## config.mk

```make
export PLATFORM = sky130hd
export DESIGN_NAME = medht_front
export DESIGN_NICKNAME = d
export VERILOG_FILES = /design/src/sv/medht_pkg.sv /design/src/sv/medht_hash.sv /design/src/sv/medht_front.sv
export SDC_FILE = /design/constraint.sdc
export NUM_CORES = 2
export LEC_CHECK = 0
export BUFFER_PORTS_ARGS = -buffer_cell sky130_fd_sc_hd__buf_2
export CELL_PAD_IN_SITES_DETAIL_PLACEMENT = 1
export CELL_PAD_IN_SITES_GLOBAL_PLACEMENT = 2
export CORE_MARGIN = 5
export CORE_UTILIZATION = 47
export DETAILED_ROUTE_END_ITERATION = 8
export PLACE_DENSITY_LB_ADDON = 0.25
export SLEW_MARGIN = 25
export SYNTH_ARGS = -nofsm -noshare
export SYNTH_HDL_FRONTEND = slang
export SYNTH_SLANG_ARGS = --single-unit
```

## constraint.sdc

```tcl
create_clock -name clk -period 20.2 [get_ports clk]
set_input_delay 2.02 -clock clk [delete_from_list [all_inputs] [get_ports clk]]
set_output_delay 2.02 -clock clk [all_outputs]
set_load 0.1 [all_outputs]
```

## src/sv/medht_pkg.sv

```systemverilog
// Package for the mesh edge numbering table: item and result types, hash constants.
// Used by the hash, front, probe and top modules; depends on nothing.
`timescale 1ns / 1ps
`default_nettype none
package medht_pkg;

    localparam int CORNER_W = 20;
    localparam int ID_W     = 12;
    localparam int COUNT_W  = 13;

    localparam logic [63:0] FMIX_C1 = 64'hff51afd7ed558ccd;
    localparam logic [63:0] FMIX_C2 = 64'hc4ceb9fe1a85ec53;
    localparam int FMIX_SHIFT = 33;
    localparam int PAIR_SHIFT = 32;

    localparam logic OP_QUAD  = 1'b0;
    localparam logic OP_CLEAR = 1'b1;

    typedef struct packed {
        logic                opcode;
        logic [CORNER_W-1:0] corner0;
        logic [CORNER_W-1:0] corner1;
        logic [CORNER_W-1:0] corner2;
        logic [CORNER_W-1:0] corner3;
    } item_t;

    typedef struct packed {
        logic [ID_W-1:0]     edge_id;
        logic                reversed;
        logic                is_new;
        logic [CORNER_W-1:0] start_node;
        logic [CORNER_W-1:0] end_node;
        logic [COUNT_W-1:0]  edge_count;
        logic                overflow;
        logic                last;
    } result_t;

endpackage
`default_nettype wire

```

## src/sv/medht_hash.sv

```systemverilog
// Iterative 64-bit murmur3 finalizer over a (lo, hi) node pair.
// One 32x32 multiplier builds each 64-bit product in three steps. Uses medht_pkg.
`timescale 1ns / 1ps
`default_nettype none
module medht_hash #(
    parameter int NB = 20
) (
    input  wire logic          clk,
    input  wire logic          rst_n,
    input  wire logic          start,
    input  wire logic [NB-1:0] lo,
    input  wire logic [NB-1:0] hi,
    output logic               done,
    output logic      [63:0]   hash
);

    typedef enum logic { H_IDLE, H_MUL } hstate_t;

    hstate_t     state_reg;
    logic [1:0]  step_reg;
    logic        round_reg;
    logic [63:0] v_reg;
    logic [63:0] acc_reg;
    logic        done_reg;
    logic [63:0] hash_reg;

    logic [63:0] pair;
    logic [63:0] mix_in;
    logic [63:0] c_sel;
    logic [31:0] opa;
    logic [31:0] opb;
    logic [63:0] prod;
    logic [63:0] sum;
    logic [63:0] sum_mix;

    always_comb
    begin
        pair   = (64'(lo) << medht_pkg::PAIR_SHIFT) ^ 64'(hi);
        mix_in = pair ^ (pair >> medht_pkg::FMIX_SHIFT);
        c_sel  = round_reg ? medht_pkg::FMIX_C2 : medht_pkg::FMIX_C1;
        case (step_reg)
            2'd0:
            begin
                opa = v_reg[31:0];
                opb = c_sel[31:0];
            end
            2'd1:
            begin
                opa = v_reg[31:0];
                opb = c_sel[63:32];
            end
            default:
            begin
                opa = v_reg[63:32];
                opb = c_sel[31:0];
            end
        endcase
        prod = 64'(opa) * 64'(opb);
        // Cross terms only reach the upper word of the truncated product.
        sum     = acc_reg + {prod[31:0], 32'b0};
        sum_mix = sum ^ (sum >> medht_pkg::FMIX_SHIFT);
    end

    always_ff @(posedge clk or negedge rst_n)
    begin
        if (!rst_n)
        begin
            state_reg <= H_IDLE;
            step_reg  <= 2'd0;
            round_reg <= 1'b0;
            done_reg  <= 1'b0;
        end
        else
        begin
            done_reg <= 1'b0;
            case (state_reg)
                H_IDLE:
                begin
                    if (start)
                    begin
                        v_reg     <= mix_in;
                        step_reg  <= 2'd0;
                        round_reg <= 1'b0;
                        state_reg <= H_MUL;
                    end
                end
                H_MUL:
                begin
                    if (step_reg == 2'd0)
                    begin
                        acc_reg  <= prod;
                        step_reg <= 2'd1;
                    end
                    else if (step_reg == 2'd1)
                    begin
                        acc_reg  <= sum;
                        step_reg <= 2'd2;
                    end
                    else if (!round_reg)
                    begin
                        v_reg     <= sum_mix;
                        round_reg <= 1'b1;
                        step_reg  <= 2'd0;
                    end
                    else
                    begin
                        hash_reg  <= sum_mix;
                        done_reg  <= 1'b1;
                        state_reg <= H_IDLE;
                    end
                end
                default:
                begin
                    state_reg <= H_IDLE;
                end
            endcase
        end
    end

    assign done = done_reg;
    assign hash = hash_reg;

endmodule
`default_nettype wire

```

## src/sv/medht_front.sv

```systemverilog
// Front part: accepts quads and clear commands, hashes each edge and queues edge jobs.
// Instantiates medht_hash. Uses medht_pkg.
`timescale 1ns / 1ps
`default_nettype none
module medht_front #(
    parameter int NB = 20,
    parameter int SB = 12,
    parameter int JW = 2 + SB + 2 * NB
) (
    input  wire logic                  clk,
    input  wire logic                  rst_n,
    input  wire logic                  item_valid,
    output logic                       item_ready,
    input  wire medht_pkg::item_t      item,
    output logic                       job_push,
    output logic [JW-1:0]              job,
    input  wire logic                  job_full
);

    typedef enum logic [2:0] { F_IDLE, F_HASH, F_WAIT, F_PUSH, F_CLR } fstate_t;

    fstate_t       state_reg;
    logic [1:0]    k_reg;
    logic [NB-1:0] q0_reg;
    logic [NB-1:0] q1_reg;
    logic [NB-1:0] q2_reg;
    logic [NB-1:0] q3_reg;
    logic [SB-1:0] slot_reg;

    logic [NB-1:0] lo;
    logic [NB-1:0] hi;
    logic          hash_done;
    logic [63:0]   hash;

    // The current edge is always q0 -> q1; the corners rotate after each edge.
    assign lo = (q0_reg < q1_reg) ? q0_reg : q1_reg;
    assign hi = (q0_reg < q1_reg) ? q1_reg : q0_reg;

    medht_hash #(.NB(NB)) u_hash (
        .clk   (clk),
        .rst_n (rst_n),
        .start (state_reg == F_HASH),
        .lo    (lo),
        .hi    (hi),
        .done  (hash_done),
        .hash  (hash)
    );

    assign item_ready = (state_reg == F_IDLE);
    assign job_push   = !job_full && (state_reg == F_PUSH || state_reg == F_CLR);
    assign job = (state_reg == F_CLR)
               ? {medht_pkg::OP_CLEAR, 1'b0, (JW - 2)'(0)}
               : {medht_pkg::OP_QUAD, (k_reg == 2'd3), slot_reg, q0_reg, q1_reg};

    always_ff @(posedge clk or negedge rst_n)
    begin
        if (!rst_n)
        begin
            state_reg <= F_IDLE;
            k_reg     <= 2'd0;
        end
        else
        begin
            case (state_reg)
                F_IDLE:
                begin
                    if (item_valid)
                    begin
                        q0_reg <= NB'(item.corner0);
                        q1_reg <= NB'(item.corner1);
                        q2_reg <= NB'(item.corner2);
                        q3_reg <= NB'(item.corner3);
                        k_reg  <= 2'd0;
                        state_reg <= (item.opcode == medht_pkg::OP_CLEAR) ? F_CLR : F_HASH;
                    end
                end
                F_HASH:
                begin
                    state_reg <= F_WAIT;
                end
                F_WAIT:
                begin
                    if (hash_done)
                    begin
                        slot_reg  <= hash[SB-1:0];
                        state_reg <= F_PUSH;
                    end
                end
                F_PUSH:
                begin
                    if (!job_full)
                    begin
                        q0_reg <= q1_reg;
                        q1_reg <= q2_reg;
                        q2_reg <= q3_reg;
                        q3_reg <= q0_reg;
                        k_reg  <= k_reg + 2'd1;
                        state_reg <= (k_reg == 2'd3) ? F_IDLE : F_HASH;
                    end
                end
                F_CLR:
                begin
                    if (!job_full)
                    begin
                        state_reg <= F_IDLE;
                    end
                end
                default:
                begin
                    state_reg <= F_IDLE;
                end
            endcase
        end
    end

endmodule
`default_nettype wire

```

After elaboration in Yosys (flattened, before gate mapping)

Cells that the tools add are included.

$add $sub $neg: 2
$mul: 1
Order comparisons: 1
Equal/unequal tests: 15
Muxes and demuxes: 53
Bitwise logic cells: 6
Reductions and logical operators: 17

Operators by type and width:

| cell                                                                    | number |
|---|---|
| 64-bit two-way mux                                                      | 6 |
| 20-bit two-way mux                                                      | 10 |
| 20-bit case mux with 2 select lines                                     | 4 |
| 64-bit case mux with 2 select lines                                     | 1 |
| 64-bit by 31-bit bitwise XOR with 64-bit output                         | 2 |
| 64-bit adder                                                            | 1 |
| 32-bit by 32-bit multiplier with 64-bit output                          | 1 |
| 32-bit two-way mux                                                      | 2 |
| 62-bit two-way mux                                                      | 1 |
| 54-bit two-way mux                                                      | 1 |
| 52-bit by 20-bit bitwise XOR with 52-bit output                         | 1 |
| 20-bit < comparator                                                     | 1 |
| 3-bit two-way mux                                                       | 5 |
| 3-bit case mux with 5 select lines                                      | 1 |
| 1-bit two-way mux                                                       | 12 |
| 2-bit two-way mux                                                       | 6 |
| 2-bit inequality test, second input constant                            | 6 |
| 3-bit AND reduction                                                     | 4 |
| 5-bit AND reduction                                                     | 2 |
| 2-bit case mux with 2 select lines                                      | 2 |
| 4-bit AND reduction                                                     | 2 |
| 3-bit by 2-bit equality test with 1-bit output, second input constant   | 2 |
| 2-bit by 1-bit inequality test with 1-bit output, second input constant | 2 |
| 4-bit inequality test, second input constant                            | 1 |
| other kinds (15)                                                        | 19 |

Register bits after elaboration: 242
Input port bits: 85

Longest topological paths before layout

Word-level depth: 10
Gate-level depth with buffers: 40
Depth with buffers taken out: 38

Modules after synthesis

From an unflattened synthesis, not the netlist that was laid out.

Cells, all modules: 4136
Area, all modules: 43903.4 µm²

By module, submodules not included:

| module      | instances | cells an instance | area each (µm²) |
|---|---|---|---|
| medht_hash  | 1         | 3723              | 38634.6 |
| medht_front | 1         | 413               | 5268.8 |

Least setup slack after synthesis

OpenSTA, ideal clock, no wires.

Kind: register to register
Start: register u_hash.step_reg[1]
End: register u_hash.v_reg[27] (data pin)
Library setup time: 0.142 ns
Arrival time: 9.216 ns
Data required time: 20.058 ns
Slack: 10.843 ns
Cell stages (with the launch flop): 37
Clock period less this slack: 9.357 ns
Path through: dfrtp_1 > clkbuf_1 > buf_1 > mux2i_1 > nor2_1 > fa_1 > inv_1 > fa_1 > inv_1 > fa_1 > inv_1 > fa_1 > inv_1 > fa_1 > inv_1 > fa_1 > inv_1 > fa_1 > fa_1 > ha_1 > nand4_1 > nor3_1 > o21ai_0 > nand2_1 > nor2_1 > or3_1 > nor2b_1 > xnor2_1 > ha_1 > a21o_1 > nor3_1 > nor2_1 > nand3_1 > a21oi_2 > or4_4 > a31o_1 > a21oi_2

Cells in the longest elaborated chain, start to end: 10
Elaborated cells between the ends (all ways): 12

Ends and longest elaborated chain:

| what                                                                              | line              | text |
|---|---|---|
| from (decl)                                                                       | medht_hash.sv:20  | `logic [1:0] step_reg;` |
| from (signal assigned)                                                            | medht_hash.sv:69  | `step_reg <= 2'd0;` |
| from (signal assigned)                                                            | medht_hash.sv:82  | `step_reg <= 2'd0;` |
| from (signal assigned)                                                            | medht_hash.sv:92  | `step_reg <= 2'd1;` |
| 2-bit by 1-bit equality test with 1-bit output or 2-bit zero test (tied branches) | medht_hash.sv:41  | `case (step_reg)` |
| 2-bit OR reduction (no source line)                                               | -                 |  |
| 32-bit two-way mux                                                                | medht_hash.sv:41  |  |
| 32-bit by 32-bit multiplier with 64-bit output *                                  | medht_hash.sv:58  | `prod = 64'(opa) * 64'(opb);` |
| 64-bit adder *                                                                    | medht_hash.sv:60  | `sum = acc_reg + {prod[31:0], 32'b0};` |
| 64-bit by 31-bit bitwise XOR with 64-bit output *                                 | medht_hash.sv:61  | `sum_mix = sum ^ (sum >> medht_pkg::FMIX_SHIFT);` |
| 64-bit two-way mux *                                                              | medht_hash.sv:99  | `else if (!round_reg)` |
| 64-bit two-way mux *                                                              | medht_hash.sv:94  | `else if (step_reg == 2'd1)` |
| 64-bit two-way mux *                                                              | medht_hash.sv:89  | `if (step_reg == 2'd0)` |
| 64-bit case mux with 2 select lines *                                             | medht_hash.sv:76  | `case (state_reg)` |
| to (signal assigned)                                                              | medht_hash.sv:81  | `v_reg <= mix_in;` |
| to (signal assigned)                                                              | medht_hash.sv:101 | `v_reg <= sum_mix;` |
| to (decl)                                                                         | medht_hash.sv:22  | `logic [63:0] v_reg;` |

Every way passes the cells marked *; elsewhere a longest branch is shown, timed or not. The select of a mux whose other input is x is not followed.
A chain may end at the register's enable or synchronous reset.

Worst setup path in the final report

Same ends and word-level chain as after synthesis.

==> flow_summary.yaml <==
floorplanning:
  initial_utilization_pct: 47.4
  die_y_um: 311
  die-area_um2: 97000
  core_area_um2: 90100
  fp.dieW_um: 311
  num_io_pins: 141
  fp-row-count: 110
yosys:
  synth.distinct_cells: 88
  yosys.area_share.simple_pct: 9.49
  syn_inst: 4190
  netlist_area_um2: 42700
  yosys.area_share.adder_pct: 50.7
  yosys.area.top_type: "fa_1"
  yosysWarnings: 0
  synth_top_family_by_area: "adder cells"
  synthMuxAreaShare_pct: 2.74
  ys_seq_elements: 242
  syn_nets: 5486
  synth-main-ff-cell: "edfxtp_1"
  async_flop_share_pct: 4.13
  synth_xor_xnor_area_share_pct: 3.13
  ys_seq_area_share_pct: 16.9
  synth_top_cell_area_share_pct: 40.4
  synth.top_cells.by_area: "fa_1 (40%), edfxtp_1 (16%), ha_1 (10%), inv_1 (8.9%), nand2_1 (2.6%)"
  avgSynthCellArea_um2: 10.2
  synth_edf_count: 232
  synth_compound_area_share_pct: 7.08
setup_path:
  worstPathRequired_ns: 20.62
  path_class: "reg -> reg"
  slowest_delay_ns: 0.56
  crit_slowest_cell: "inv_2"
  startpoint_type: "register"
  crit_arrival_ns: 12.36
  cp-end-kind: "register"
  critical_path.max_fanout: 38
detailed_routing:
  wl_mm: 151
  vias: 30400
  drt-initial-drc-count: 2313
  drt-pass1-iter-count: 5
  ant_nets: 0
  remaining_drc_errors: 0
  post_drt_wl_per_cell_um: 27.5
  viasPerCell: 5.54
global_route:
  grt_pass1_wl_mm: 226
  grt-ovfl-total: 0
  grt_pass1_vias: 34200
  grt_max_degree: 81
  track_usage_pct: 31.4
  antenna_found_initial: 4
placement:
  globalplace.congestion: 0.994
  dpl.hpwl_mm: 132
  pre_cts_ws_ns: 8.33
  port_buffers: 140
sta:
  setup_ws_ns: 8.25
  period_needed_ns: 11.95
  worst_pin_slew_ns: 1.01
  fin_worst_skew_ns: 0.0120
  slew_headroom_pct: 31.0
  rsz0062_at_grt: "false"
  fin_crit_sh_pct: 59.1
  hold_violations: 0
  drv_slew: 0
  tns_ns: 0
  clock.fmax_ghz: 0.0837
  fin_hold_ws_ns: 0.419
  setup_viol: 0
clocking:
  cts_buffers: 25
  clock-sinks: 242
  post_cts_buffers: 0
  cts_resized: 0
  cts_hold_buf: 0
  path_clk_slew_ns: 0.06
  cts_tree: "yes"
  cts_max_path_buffers: 3
  cts-root-buf: "clkbuf_16"
  cts_max_level: 1
  clock_latency_ns: 0.56
cells_and_area:
  syn_to_final_growth_pct: 6.97
  fin_nets: 5584
  fin_util_pct: 50.7
  drive_above_1_share_pct: 8.71
run:
  cap_violations: 0
worst_hold_path:
  min_path_type: "reg -> reg"
outcome:
  outcome: "completed"
[routing by layer]
metal  vias to the layer above  GRT usage [%]  wire (µm)
li1                      13200              -          -
met1                     15900           43.5      63700
met2                      1096           49.7      68700
met3                       223           7.34      12900
met4                         2           9.25       5460
met5                         -              0         14
[worst max-delay path: cells and delay by family, from the launching register on]
kind                       cells  cell delay [ns]
AOI/OAI and AO/OA              5             0.78
xor gates and xnor gates       1             0.49
adders and majority gates     11             4.89
buffers and inverters         13             3.03
DFF                            1             0.39
and+or+nand+nor               12             2.19
[Yosys cell counts, types with 9 or more instances]
cell type  number
a211oi_1       13
a21o_1         62
a21oi_1       137
a31oi_1        13
and2_1         95
and3_1         19
buf_2          10
clkbuf_1       97
dfrtp_1        10
edfxtp_1      232
fa_1          862
ha_1          349
inv_1        1013
mux2_2         79
mux2i_1        28
nand2_1       292
nand2b_1       38
nand3_1        33
nand4_1        28
nor2_1        284
nor2b_1        15
nor3_1         27
o211ai_1       14
o21a_1          9
o21ai_0       128
o21bai_1       14
or2_2          23
xnor2_1        91
xor2_1         51
[logic make-up after synthesis]
logic type,count (synthesis)
xor gates and xnor gates,146
adders and majority gates,1211
and+or+nand+nor,883
DFF,242
other,1
muxes,107
buffers and inverters,1132
AOI/OAI and AO/OA,468
[layout by cell type, fill, tap and decap left out, drive strengths merged, types with 4 or more instances in the layout]
cell / Yosys / final
and2: 95 / 95
or3: 10 / 10
o31a: 4 / 4
o211ai: 14 / 14
a211oi: 14 / 14
nand2b: 38 / 38
dfrtp: 10 / 10
and3: 20 / 20
o31ai: 7 / 7
ha: 349 / 349
xnor2: 91 / 91
nand2: 292 / 292
nor2b: 15 / 15
o22ai: 4 / 4
a21boi: 4 / 4
o21ai: 134 / 134
nor3b: 4 / 4
nand4: 28 / 28
o21a: 12 / 12
a21oi: 143 / 143
a31oi: 16 / 16
buf: 19 / 187
mux2: 79 / 79
or2: 24 / 24
clkinv: 1 / 9
a31o: 4 / 4
fa: 862 / 862
nand3: 33 / 33
clkbuf: 97 / 33
a2111oi: 4 / 4
xor2: 51 / 51
a21o: 62 / 62
nor2: 285 / 285
nor3: 27 / 27
o21bai: 14 / 14
mux2i: 28 / 28
edfxtp: 232 / 232
inv: 1015 / 1019
[path summary, 6_finish.rpt]
check | startpoint | end | slack (ns) | cells after the start
max | u_hash.step_reg[1]$_DFFE_PN0P_ | u_hash.v_reg[27]$_SDFFCE_PN0P_ | 8.25 | 42
min | u_hash.hash[5]$_DFFE_PP_ | slot_reg[5]$_DFFE_PP_ | 0.42 | 0
max reg2reg | u_hash.step_reg[1]$_DFFE_PN0P_ | u_hash.v_reg[27]$_SDFFCE_PN0P_ | 8.25 | 42
min reg2reg | u_hash.hash[5]$_DFFE_PP_ | slot_reg[5]$_DFFE_PP_ | 0.42 | 0
max in group asynchronous | rst_n | u_hash.step_reg[1]$_DFFE_PN0P_ | 18.54 | 1
min in group asynchronous | rst_n | k_reg[1]$_DFFE_PN0P_ | 1.37 | 1
[stage by stage]
stage | area [µm²] | cells
2_1_floorplan | 42700 | 4190
3_3_place_gp | 44800 | 5435
3_5_place_dp | 44900 | 5437
4_1_cts | 45700 | 5483
5_1_grt | 45700 | 5483
6_report | 45700 | 5485
[final cells by class]
type / instances / area [µm²]
Clock buffer: 33 / 676
Timing Repair Buffer: 187 / 1080
Inverter: 1016 / 3810
Tap cell: 1176 / 1470
Fill cell: 10000 / 44500
Antenna cell: 2 / 5.00
Clock inverter: 13 / 113
Sequential cell: 242 / 7220
Multi-Input combinational cell: 2816 / 31300
Power is left out: the tool's default activity adds up to more than one toggle a clock period on the data nets, which glitch-free logic cannot reach.
