[src/sv/medht_queue.sv]
// Short first-in first-out queue of edge jobs between the front and back parts.
// No dependencies.
`timescale 1ns / 1ps
`default_nettype none
module medht_queue #(
    parameter int W     = 8,
    parameter int DEPTH = 2
) (
    input  wire logic         clk,
    input  wire logic         rst_n,
    input  wire logic         push,
    input  wire logic [W-1:0] wdata,
    output logic              full,
    input  wire logic         pop,
    output logic [W-1:0]      rdata,
    output logic              empty
);

    localparam int PW = (DEPTH > 1) ? $clog2(DEPTH) : 1;
    localparam int CW = $clog2(DEPTH + 1);

    logic [W-1:0]  mem_reg [DEPTH];
    logic [PW-1:0] wr_reg;
    logic [PW-1:0] rd_reg;
    logic [CW-1:0] cnt_reg;

    assign full  = (cnt_reg == CW'(DEPTH));
    assign empty = (cnt_reg == CW'(0));
    assign rdata = mem_reg[rd_reg];

    always_ff @(posedge clk)
    begin
        if (push)
        begin
            mem_reg[wr_reg] <= wdata;
        end
    end

    always_ff @(posedge clk or negedge rst_n)
    begin
        if (!rst_n)
        begin
            wr_reg  <= '0;
            rd_reg  <= '0;
            cnt_reg <= '0;
        end
        else
        begin
            if (push)
            begin
                wr_reg <= (wr_reg == PW'(DEPTH - 1)) ? PW'(0) : wr_reg + PW'(1);
            end
            if (pop)
            begin
                rd_reg <= (rd_reg == PW'(DEPTH - 1)) ? PW'(0) : rd_reg + PW'(1);
            end
            cnt_reg <= cnt_reg + CW'(push) - CW'(pop);
        end
    end

endmodule
`default_nettype wire

[config.mk]
export PLATFORM = sky130hd
export DESIGN_NAME = medht_queue
export DESIGN_NICKNAME = d
export VERILOG_FILES = /design/src/sv/medht_queue.sv
export SDC_FILE = /design/constraint.sdc
export NUM_CORES = 1
export LEC_CHECK = 0
export ABC_AREA = 1
export CELL_PAD_IN_SITES_DETAIL_PLACEMENT = 0
export CELL_PAD_IN_SITES_GLOBAL_PLACEMENT = 1
export CORE_AREA = 4 4 47 49
export DETAILED_ROUTE_END_ITERATION = 8
export DIE_AREA = 0 0 51 53
export DONT_BUFFER_PORTS = 1
export GPL_ROUTABILITY_DRIVEN = 0
export GPL_TIMING_DRIVEN = 0
export PLACE_DENSITY = 0.74
export SLEW_MARGIN = 10
export SYNTH_ARGS = -nofsm -noshare
export SYNTH_HDL_FRONTEND = slang
export SYNTH_SLANG_ARGS = --single-unit
[constraint.sdc]
create_clock -name clk -period 1.9 [get_ports clk]
set_input_delay 0.38 -clock clk [delete_from_list [all_inputs] [get_ports clk]]
set_output_delay 0.38 -clock clk [all_outputs]
set_load 0.02 [all_outputs]
### Word level (Yosys, flattened, before mapping)

Memory sizes are Yosys's and may differ from the RTL's.
Index checks and enable logic that the tools add are counted.

* word-level logic and storage cells: 14
* output and inout bits: 10
* memories: 1
* register bits: 4
* bits of input ports: 12
* memory bits (writable): 16

Memory list
* mem_reg: words 2, width 8, rd ports 1, clocked after memory_dff 0, wr ports 1, line 22 `logic [W-1:0] mem_reg [DEPTH];`

* $add $sub $neg: 4
* mux-type cells: 4
* reduce and logical (&&, ||, !) cells: 1
* equal/unequal tests: 1

Operators by type and width (count)
* two-way mux 1 bit: 4
* adder 1 bit (second input constant): 2
* adder 2 x 1 -> 2 bit: 1
* equality test 2 bit (second input constant): 1
* logical NOT 2 bit: 1
* subtractor 2 x 1 -> 2 bit: 1

### Depth between registers and ports, before layout

Gate-level depths: netlist of run 1.

* word-level depth: 2
* depth in mapped cells: 7
* gate-level depth less buffers: 7

### Least setup slack after synthesis of run 1

Ideal clock, no wire load.

* path kind: register to output
* from: reg rd_reg
* to: out rdata[2]
* required time: 1.520 ns
* arrival time: 0.981 ns
* cell stages (with the launch flop): 3
* buffers on the path: 1
* slack: 0.539 ns
* cells stage by stage: dfrtp_1 > buf_6 > o21ai_0

* longest elaborated chain between the ends: 1

RTL lines
* from (decl): line 24 `logic [PW-1:0] rd_reg;`
* from (signal assigned): line 55 `rd_reg <= (rd_reg == PW'(DEPTH - 1)) ? PW'(0) : rd_reg + PW'(1);`
* memory read (2 x 8 bit)
* to (decl): line 15 `output logic [W-1:0] rdata,`

Every way passes these cells.

### Worst setup path in the final report of run 1

Ends and elaborated chain as after synthesis.

==> flow_metrics.tcl, run 1 <==
set metrics [dict create \
    status "finished, final reports clean" \
    synth-simple-area-share_pct 8.28 \
    hold_path_startpoint "pop" \
    cts-root-buf "clkbuf_4" \
    fin_util_pct 48.4 \
    fin_crit_sh_pct 92.0 \
    grtUsageTotal_pct 10.8 \
    dpl.cell_count 94 \
    fin_total_pwr_mw 1.35 \
    critPathArrivalTime_ns 1.37 \
    htree_levels 1 \
    port_buffers 0 \
    cts_buffers 3 \
    yosys.cell_types.count 12 \
    die_x_microns 51 \
    yosysTopAreaCellShare_pct 57.8 \
    p_per_area_nw_per_um2 1490 \
    initialDrtViolationCount 6 \
    synthTopCellsByArea "edfxtp_1 (58%), dfrtp_1 (12%), inv_1 (6.8%)" \
    grt_remaining_overflow 0 \
    largest_reg_flops 16 \
    synthAdderAreaFrac_pct 3.01 \
    syn_area_sq_um 831 \
    dp_slack_ns 0.454 \
    start_kind "flop" \
    final_common_cell "edfxtp_1" \
    maxSlewViolCount 0 \
    layout_common_cells "edfxtp_1 (16), inv_1 (15), nand2_1 (14), o21ai_0 (5), dfrtp_1 (4)" \
    clkSinkCount 20 \
    critPathMaxStageDelay_ns 0.56 \
    initial_core_util_pct 44.6 \
    path_max_fanout 8 \
    synth_top_family_by_area "buffers and inverters" \
    synth_mux_area_share_pct 0 \
    ys_ff_latch 20 \
    power.leakage_nw 0.390 \
    routedWlPerCell_microns 11.4 \
    dieArea_sq_um 2700 \
    ctsHoldBuffers 1 \
    yosysSeqAreaShare_pct 69.9 \
    dr.pass1.iters 3 \
    clkSlewWorstSetupHoldPaths_ns 0.09 \
    layout-drive-gt1-share_pct 11.1 \
    antenna_found_initial 0 \
    post_drt_via_cell_ratio 4.35 \
    yosysTopAreaCell "edfxtp_1" \
    insertion_delay_ns 0.29 \
    rows 16 \
    syn_avg_cell_area_sq_um 12.4 \
    core_sq_um 1860 \
    grt_pass1_vias 474 \
    cpMaxStageDelayCell "o21ai_0" \
    stdcell_count 99 \
    max_cap_violations 0 \
    rsz0062_at_grt "false" \
    crit_start "rd_reg" \
    min_period_ns 1.75 \
    syn_nets 81 \
    fill_cells 160 \
    relSlewSlack_pct 51.9 \
    worst_slew_pin_slew_ns 0.720 \
    final_nets 87 \
    hpwl_microns 842 \
    clock_path_buffers 2 \
    synth_compound_area_share_pct 6.17 \
    cp_data_required_time_ns 1.52 \
    die_y_microns 53 \
    hold_viol 0 \
    antenna_cells 0 \
    tns_ns 0 \
    worstSetupPathType "flop to output port" \
    worstReg2RegStart "wr_reg" \
    crit_chain "buf_6, o21ai_0" \
    postRouteAntennaNets 0 \
    cts_tree "yes" \
    setup_viol 0 \
    syn_inst 67 \
    vdd_drop_max_mv 0.767 \
    fin_skew_ns 0.00930 \
    num_vias 431 \
    drc_errors 0 \
    syn2layout_area_growth_pct 8.43 \
    post_cts_buffers 0 \
    hold_class "primary input to flop" \
    cts-resized-gates 0 \
    grt_pass1_wl_microns 2030 \
    yosys_warnings 0 \
    grt_max_degree 12 \
    num_io_pins 22 \
    timing.fmax_ghz 0.572 \
    wl_microns 1130 \
    synth_xor_area_share_pct 2.11 \
    critPathCaptureType "output port" \
    fin_ws_ns 0.151 \
]
-- layer usage --
| layer | up-vias | track usage, % | share of wire (%) |
|---|---|---|---|
| li1 | 221 | - | - |
| met1 | 195 | 11.6 | 39 |
| met2 | 11 | 17.2 | 52 |
| met3 | 4 | 4.23 | 7.8 |
| met4 | 0 | 8.07 | 1.9 |
| met5 | - | 0 | 0 |
-- synth_stat cells (all sizes together) --
library cell / n
edfxtp: 16
inv: 15
nand2: 14
o21ai: 8
dfrtp: 4
nor2: 3
buf: 2
ha: 2
xor2: 2
nand3: 1
-- power breakdown --
group          leakage, nW  total [mW]  internal (mW)  switching [mW]
combinational        0.178       0.509          0.155           0.354
sequential           0.197       0.639          0.596          0.0433
clock               0.0150       0.198         0.0817           0.117
total                0.390        1.35          0.833           0.514
-- path summary, 6_finish.rpt --
| check | endpoint | slack [ns] | depth (start not counted) |
|---|---|---|---|
| min reg2reg | wr_reg | 0.50 | 1 |
| max reg2reg | mem_reg[0][6] | 0.55 | 1 |
| max in group asynchronous | rd_reg | 1.38 | 1 |
| min | rd_reg | 0.16 | 1 |
| max | rdata[2] | 0.15 | 2 |
| min in group asynchronous | cnt_reg[0] | 0.35 | 1 |
-- worst max-delay path: cells and delay by family, from the launching register on --
| kind | cells | cell delay [ns] |
|---|---|---|
| AOI/OAI and AO/OA | 1 | 0.56 |
| DFF | 1 | 0.39 |
| buffers and inverters | 1 | 0.14 |
-- stage by stage --
| stage | hold WS (ns) | cell area [sq um] |
|---|---|---|
| finish | 0.164 | 901 |
| global route | 0.143 | 901 |
| CTS | 0.154 | 901 |
| detailed placement | 0.0845 | 865 |
| global placement | 0.0845 | 865 |
| floorplan | 0.0844 | 831 |
-- cell type report --
class / instances / area [sq um] / area share, %
plain buffers: 2 / 31.3 / 3.47
clock buffers: 4 / 26.3 / 2.92
inverters: 15 / 56.3 / 6.25
multi-input cells: 30 / 163 / 18.1
flip-flops and latches: 20 / 581 / 64.4
well taps: 27 / 33.8 / 3.75
repair buffers: 1 / 10.0 / 1.11
-- logic make-up after synthesis --
group,count (synthesis)
AND/OR/NAND/NOR,18
adder cells (fa/ha/maj),2
buffers and inverters,17
flip-flops,20
XOR/XNOR,2
AO/OA/AOI/OAI,8
Power figures use the tool's default switching activity.
==> run 2, diff against run 1 <==
--- a/config.mk
+++ b/config.mk
@@ -14,6 +14,7 @@
 export DONT_BUFFER_PORTS = 1
 export GPL_ROUTABILITY_DRIVEN = 0
 export GPL_TIMING_DRIVEN = 0
+export MAX_ROUTING_LAYER = met4
 export PLACE_DENSITY = 0.74
 export SLEW_MARGIN = 10
 export SYNTH_ARGS = -nofsm -noshare
==> flow_metrics.tcl, run 2 (synthesized netlist as in run 1, its figures left out) <==
set metrics [dict create \
    dr.pass1.iters 3 \
    die_x_microns 51 \
    grtUsageTotal_pct 11.3 \
    hold_class "primary input to flop" \
    cts_tree "yes" \
    worstSetupPathType "flop to output port" \
    antenna_found_initial 0 \
    r2r_cells 1 \
    fill_cells 160 \
    p_comb_share_pct 37.8 \
    start_kind "flop" \
    fin_crit_sh_pct 92.5 \
    insertion_delay_ns 0.29 \
    critPathCaptureType "output port" \
    port_buffers 0 \
    core_sq_um 1860 \
    crit_chain "buf_6, o21ai_0" \
    final_nets 87 \
    initialDrtViolationCount 6 \
    grt_pass1_vias 468 \
    timing.rr.end "mem_reg[0][6]" \
    post_cts_buffers 0 \
    crit_start "rd_reg" \
    cts_buffers 3 \
    largest_reg_flops 16 \
    worst_slew_pin_slew_ns 0.720 \
    critPathArrivalTime_ns 1.38 \
    grt_pass1_wl_microns 2040 \
    min_period_ns 1.76 \
    p_clk_share_pct 14.7 \
    clkSlewWorstSetupHoldPaths_ns 0.09 \
    cp_data_required_time_ns 1.52 \
    crit_end "rdata[2]" \
    worstReg2RegStart "wr_reg" \
    max_cap_violations 0 \
    num_vias 431 \
    relSlewSlack_pct 51.9 \
    power_frac_seq_pct 47.5 \
    hold_path_startpoint "pop" \
    maxSlewViolCount 0 \
    dp_slack_ns 0.454 \
    cts-root-buf "clkbuf_4" \
    intPower_uw 833 \
    critPathBufInv 1 \
    tns_ns 0 \
    rsz0062_at_grt "false" \
    drc_errors 0 \
    critPathMaxStageDelay_ns 0.57 \
    routedWlPerCell_microns 11.4 \
    postRouteAntennaNets 0 \
    sw_frac_of_total_pct 38.2 \
    hold_viol 0 \
    layout_common_cells "edfxtp_1 (16), inv_1 (15), nand2_1 (14), o21ai_0 (5), dfrtp_1 (4)" \
    clkSinkCount 20 \
    fin_total_pwr_mw 1.35 \
    initial_core_util_pct 44.6 \
    power.leakage_nw 0.390 \
    die_y_microns 53 \
    final_common_cell "edfxtp_1" \
    fin_ws_ns 0.142 \
    cpMaxStageDelayCell "o21ai_0" \
    fin_skew_ns 0.00930 \
    rows 16 \
    clock_path_buffers 2 \
    setup_viol 0 \
    hpwl_microns 842 \
    post_drt_via_cell_ratio 4.35 \
    r2r_slack_ns 0.55 \
    grt_remaining_overflow 0 \
    layout-drive-gt1-share_pct 11.1 \
    timing.fmax_ghz 0.569 \
    grt_max_degree 12 \
    htree_levels 1 \
    wl_microns 1130 \
    status "finished, final reports clean" \
    vdd_drop_max_mv 0.767 \
    crit_family "compound AO/OA/AOI/OAI gates" \
    antenna_cells 0 \
    num_io_pins 22 \
    p_per_area_nw_per_um2 1490 \
    dieArea_sq_um 2700 \
    syn2layout_area_growth_pct 8.43 \
    power.switching_uw 514 \
    path_max_fanout 8 \
    cp.depth 2 \
]
[run 2: cell counts in the layout (fill, tap and decap cells not counted)]
Identical to the previous run, type by type.
[run 2: power groups by stage]
| stage | clock network, mW | logic, mW | registers, mW |
|---|---|---|---|
| floorplan | 0 | 0.451 | 0.640 |
| detailed placement | 0 | 0.519 | 0.651 |
| CTS | 0.204 | 0.523 | 0.641 |
| global route | 0.226 | 0.582 | 0.656 |
| global placement | 0 | 0.510 | 0.646 |
| finish | 0.198 | 0.509 | 0.639 |
[run 2: worst min path at each step]
stage / end / depth (start not counted)
final: rd_reg / 1
after global routing: rd_reg / 1
after CTS: rd_reg / 1
after detailed placement: cnt_reg[0] / 0
after global placement: cnt_reg[0] / 0
after floorplan: cnt_reg[0] / 0
[run 2: repair_timing]
| item | 4_1_cts | 5_1_grt |
|---|---|---|
| gates resized for setup | 0 | 0 |
| hold buffers | 1 | 0 |
| hold endpoints to repair | 4 | 0 |
[run 2: routing by layer]
metal  vias to the layer above  track usage [%]  wire length (microns)
li1                        221                -                      -
met1                       195             12.0                    454
met2                        11             17.2                    583
met3                         4             4.51                     70
met4                         0             8.07                     22
met5                         -                -                      0
[run 2: per-stage QoR]
step / cells / instance area (sq um) / util (%) / hold WS (ns)
global placement: 94 / 865 / 46.4 / 0.0845
finish: 99 / 901 / 48.4 / 0.164
detailed placement: 94 / 865 / 46.4 / 0.0845
floorplan: 67 / 831 / - / 0.0844
global route: 99 / 901 / 48.4 / 0.137
CTS: 99 / 901 / 48.4 / 0.154
[run 2: layout make-up]
cell class	count	area (sq um)	area share (%)
Sequential cell	20	581	64.4
Inverter	15	56.3	6.25
Buffer	2	31.3	3.47
Clock buffer	4	26.3	2.92
Timing Repair Buffer	1	10.0	1.11
Multi-Input combinational cell	30	163	18.1
Tap cell	27	33.8	3.75
==> run 3, diff against run 2 <==
--- a/config.mk
+++ b/config.mk
@@ -16,6 +16,7 @@
 export GPL_TIMING_DRIVEN = 0
 export MAX_ROUTING_LAYER = met4
 export PLACE_DENSITY = 0.74
+export REMOVE_ABC_BUFFERS = 1
 export SLEW_MARGIN = 10
 export SYNTH_ARGS = -nofsm -noshare
 export SYNTH_HDL_FRONTEND = slang
==> flow_metrics.tcl, run 3 (synthesized netlist as in run 1, its figures left out) <==
set metrics [dict create \
    status "finished, final reports clean" \
    rsz0062_at_grt "false" \
    clock_path_buffers 2 \
    dr.pass1.iters 1 \
    cts_buffers 3 \
    core_sq_um 1860 \
    tns_ns 0 \
    fin_util_pct 47.2 \
    crit_family "flip-flops" \
    post_drt_via_cell_ratio 4.40 \
    final_nets 85 \
    die_x_microns 51 \
    start_kind "flop" \
    routedWlPerCell_microns 11.4 \
    crit_chain "nand2_1, o21ai_1" \
    worst_slew_pin_slew_ns 0.703 \
    power.leakage_nw 0.381 \
    drc_errors 0 \
    initialDrtViolationCount 0 \
    grt_pass1_wl_microns 1790 \
    hpwl_microns 799 \
    antenna_found_initial 0 \
    grt_max_degree 18 \
    clkSinkCount 20 \
    placedInstanceArea_sq_um 833 \
    die_y_microns 53 \
    cpMaxStageDelayCell "dfrtp_1" \
    min_period_ns 1.78 \
    power_frac_seq_pct 52.5 \
    rows 16 \
    maxSlewViolCount 0 \
    worstSetupPathType "flop to output port" \
    relSlewSlack_pct 53.0 \
    fill_cells 179 \
    max_cap_violations 0 \
    intPower_uw 809 \
    post_cts_buffers 0 \
    timing.hold.ws_ns 0.152 \
    cp_data_required_time_ns 1.52 \
    p_comb_share_pct 29.5 \
    hold_viol 0 \
    wl_microns 1110 \
    grtUsageTotal_pct 9.57 \
    syn2layout_area_growth_pct 5.87 \
    stdcell_count 97 \
    dieArea_sq_um 2700 \
    path_max_fanout 17 \
    initial_core_util_pct 44.6 \
    dpl.cell_count 92 \
    critPathCaptureType "output port" \
    largest_reg_flops 16 \
    grt_pass1_vias 405 \
    fin_crit_sh_pct 93.7 \
    critPathMaxStageDelay_ns 0.73 \
    setup_viol 0 \
    postRouteAntennaNets 0 \
    final_common_cell "edfxtp_1" \
    critPathBufInv 0 \
    num_io_pins 22 \
    timing.fmax_ghz 0.562 \
    p_clk_share_pct 18.0 \
    p_per_area_nw_per_um2 1500 \
    sw_frac_of_total_pct 38.5 \
    htree_levels 1 \
    layout-drive-gt1-share_pct 10.0 \
    clkSlewWorstSetupHoldPaths_ns 0.11 \
    cts_tree "yes" \
    power.switching_uw 507 \
    cts-root-buf "clkbuf_4" \
    fin_skew_ns 0.00899 \
    port_buffers 0 \
    num_vias 427 \
    grt_remaining_overflow 0 \
    hold_class "primary input to flop" \
    final_area_sq_um 880 \
    vdd_drop_max_mv 0.545 \
    layout_common_cells "edfxtp_1 (16), inv_1 (15), nand2_1 (14), o21ai_1 (5), dfrtp_1 (4)" \
    antenna_cells 0 \
    insertion_delay_ns 0.29 \
    critPathArrivalTime_ns 1.40 \
]
-- run 3: cell count changes in the layout (fill, tap and decap cells not counted) --
cell      change
o21ai_0       -5
o21ai_1       +5
buf_12        -1
buf_6         -1
clkbuf_1      -1
clkbuf_8      +1
-- run 3: through the flow --
step / setup WS [ns] / power (mW)
after floorplan: 0.446 / 1.02
after global placement: 0.292 / 1.07
after detailed placement: 0.263 / 1.09
after CTS: -0.0369 / 1.33
after global routing: 0.00805 / 1.40
final: 0.120 / 1.32
-- run 3: per-layer routing --
layer	share of wire (%)	vias to the layer above	routed length (microns)	global-route usage, %
met1	40	191	439	9.37
li1	-	218	-	-
met4	2.3	0	25	5.38
met2	49	14	541	16.7
met5	0	-	0	-
met3	9.0	4	100	3.10
-- run 3: final timing paths --
kind | from | endpoint | slack [ns] | depth (start not counted)
worst max-delay path | rd_reg | rdata[4] | 0.12 | 2
worst min-delay path | pop | rd_reg | 0.15 | 1
worst max register to register | wr_reg | mem_reg[0][5] | 0.55 | 1
worst min register to register | wr_reg | wr_reg | 0.50 | 1
max in group asynchronous | rst_n | rd_reg | 1.38 | 1
min in group asynchronous | rst_n | cnt_reg[0] | 0.35 | 1
-- run 3: timing repair --
| item | 4_1_cts | 5_1_grt |
|---|---|---|
| pin swaps | 0 | 0 |
| hold buffers | 1 | 0 |
| gates resized for setup | 3 | 2 |
| setup endpoints to repair | 5 | 2 |
| endpoints found under the hold margin | 4 | 0 |
-- run 3: layout make-up --
class | instances | area, sq um | share of cell area, %
Clock buffer | 4 | 36.3 | 4.13
Inverter | 15 | 56.3 | 6.40
Multi-Input combinational cell | 30 | 163 | 18.5
Sequential cell | 20 | 581 | 66.0
Tap cell | 27 | 33.8 | 3.84
Timing Repair Buffer | 1 | 10.0 | 1.14
-- run 3: power groups by stage --
stage / logic, mW / registers, mW / clock network (mW)
3_3_place_gp: 0.376 / 0.694 / 0
5_1_grt: 0.440 / 0.710 / 0.252
2_1_floorplan: 0.341 / 0.676 / 0
3_5_place_dp: 0.389 / 0.701 / 0
4_1_cts: 0.396 / 0.693 / 0.244
6_report: 0.388 / 0.691 / 0.237
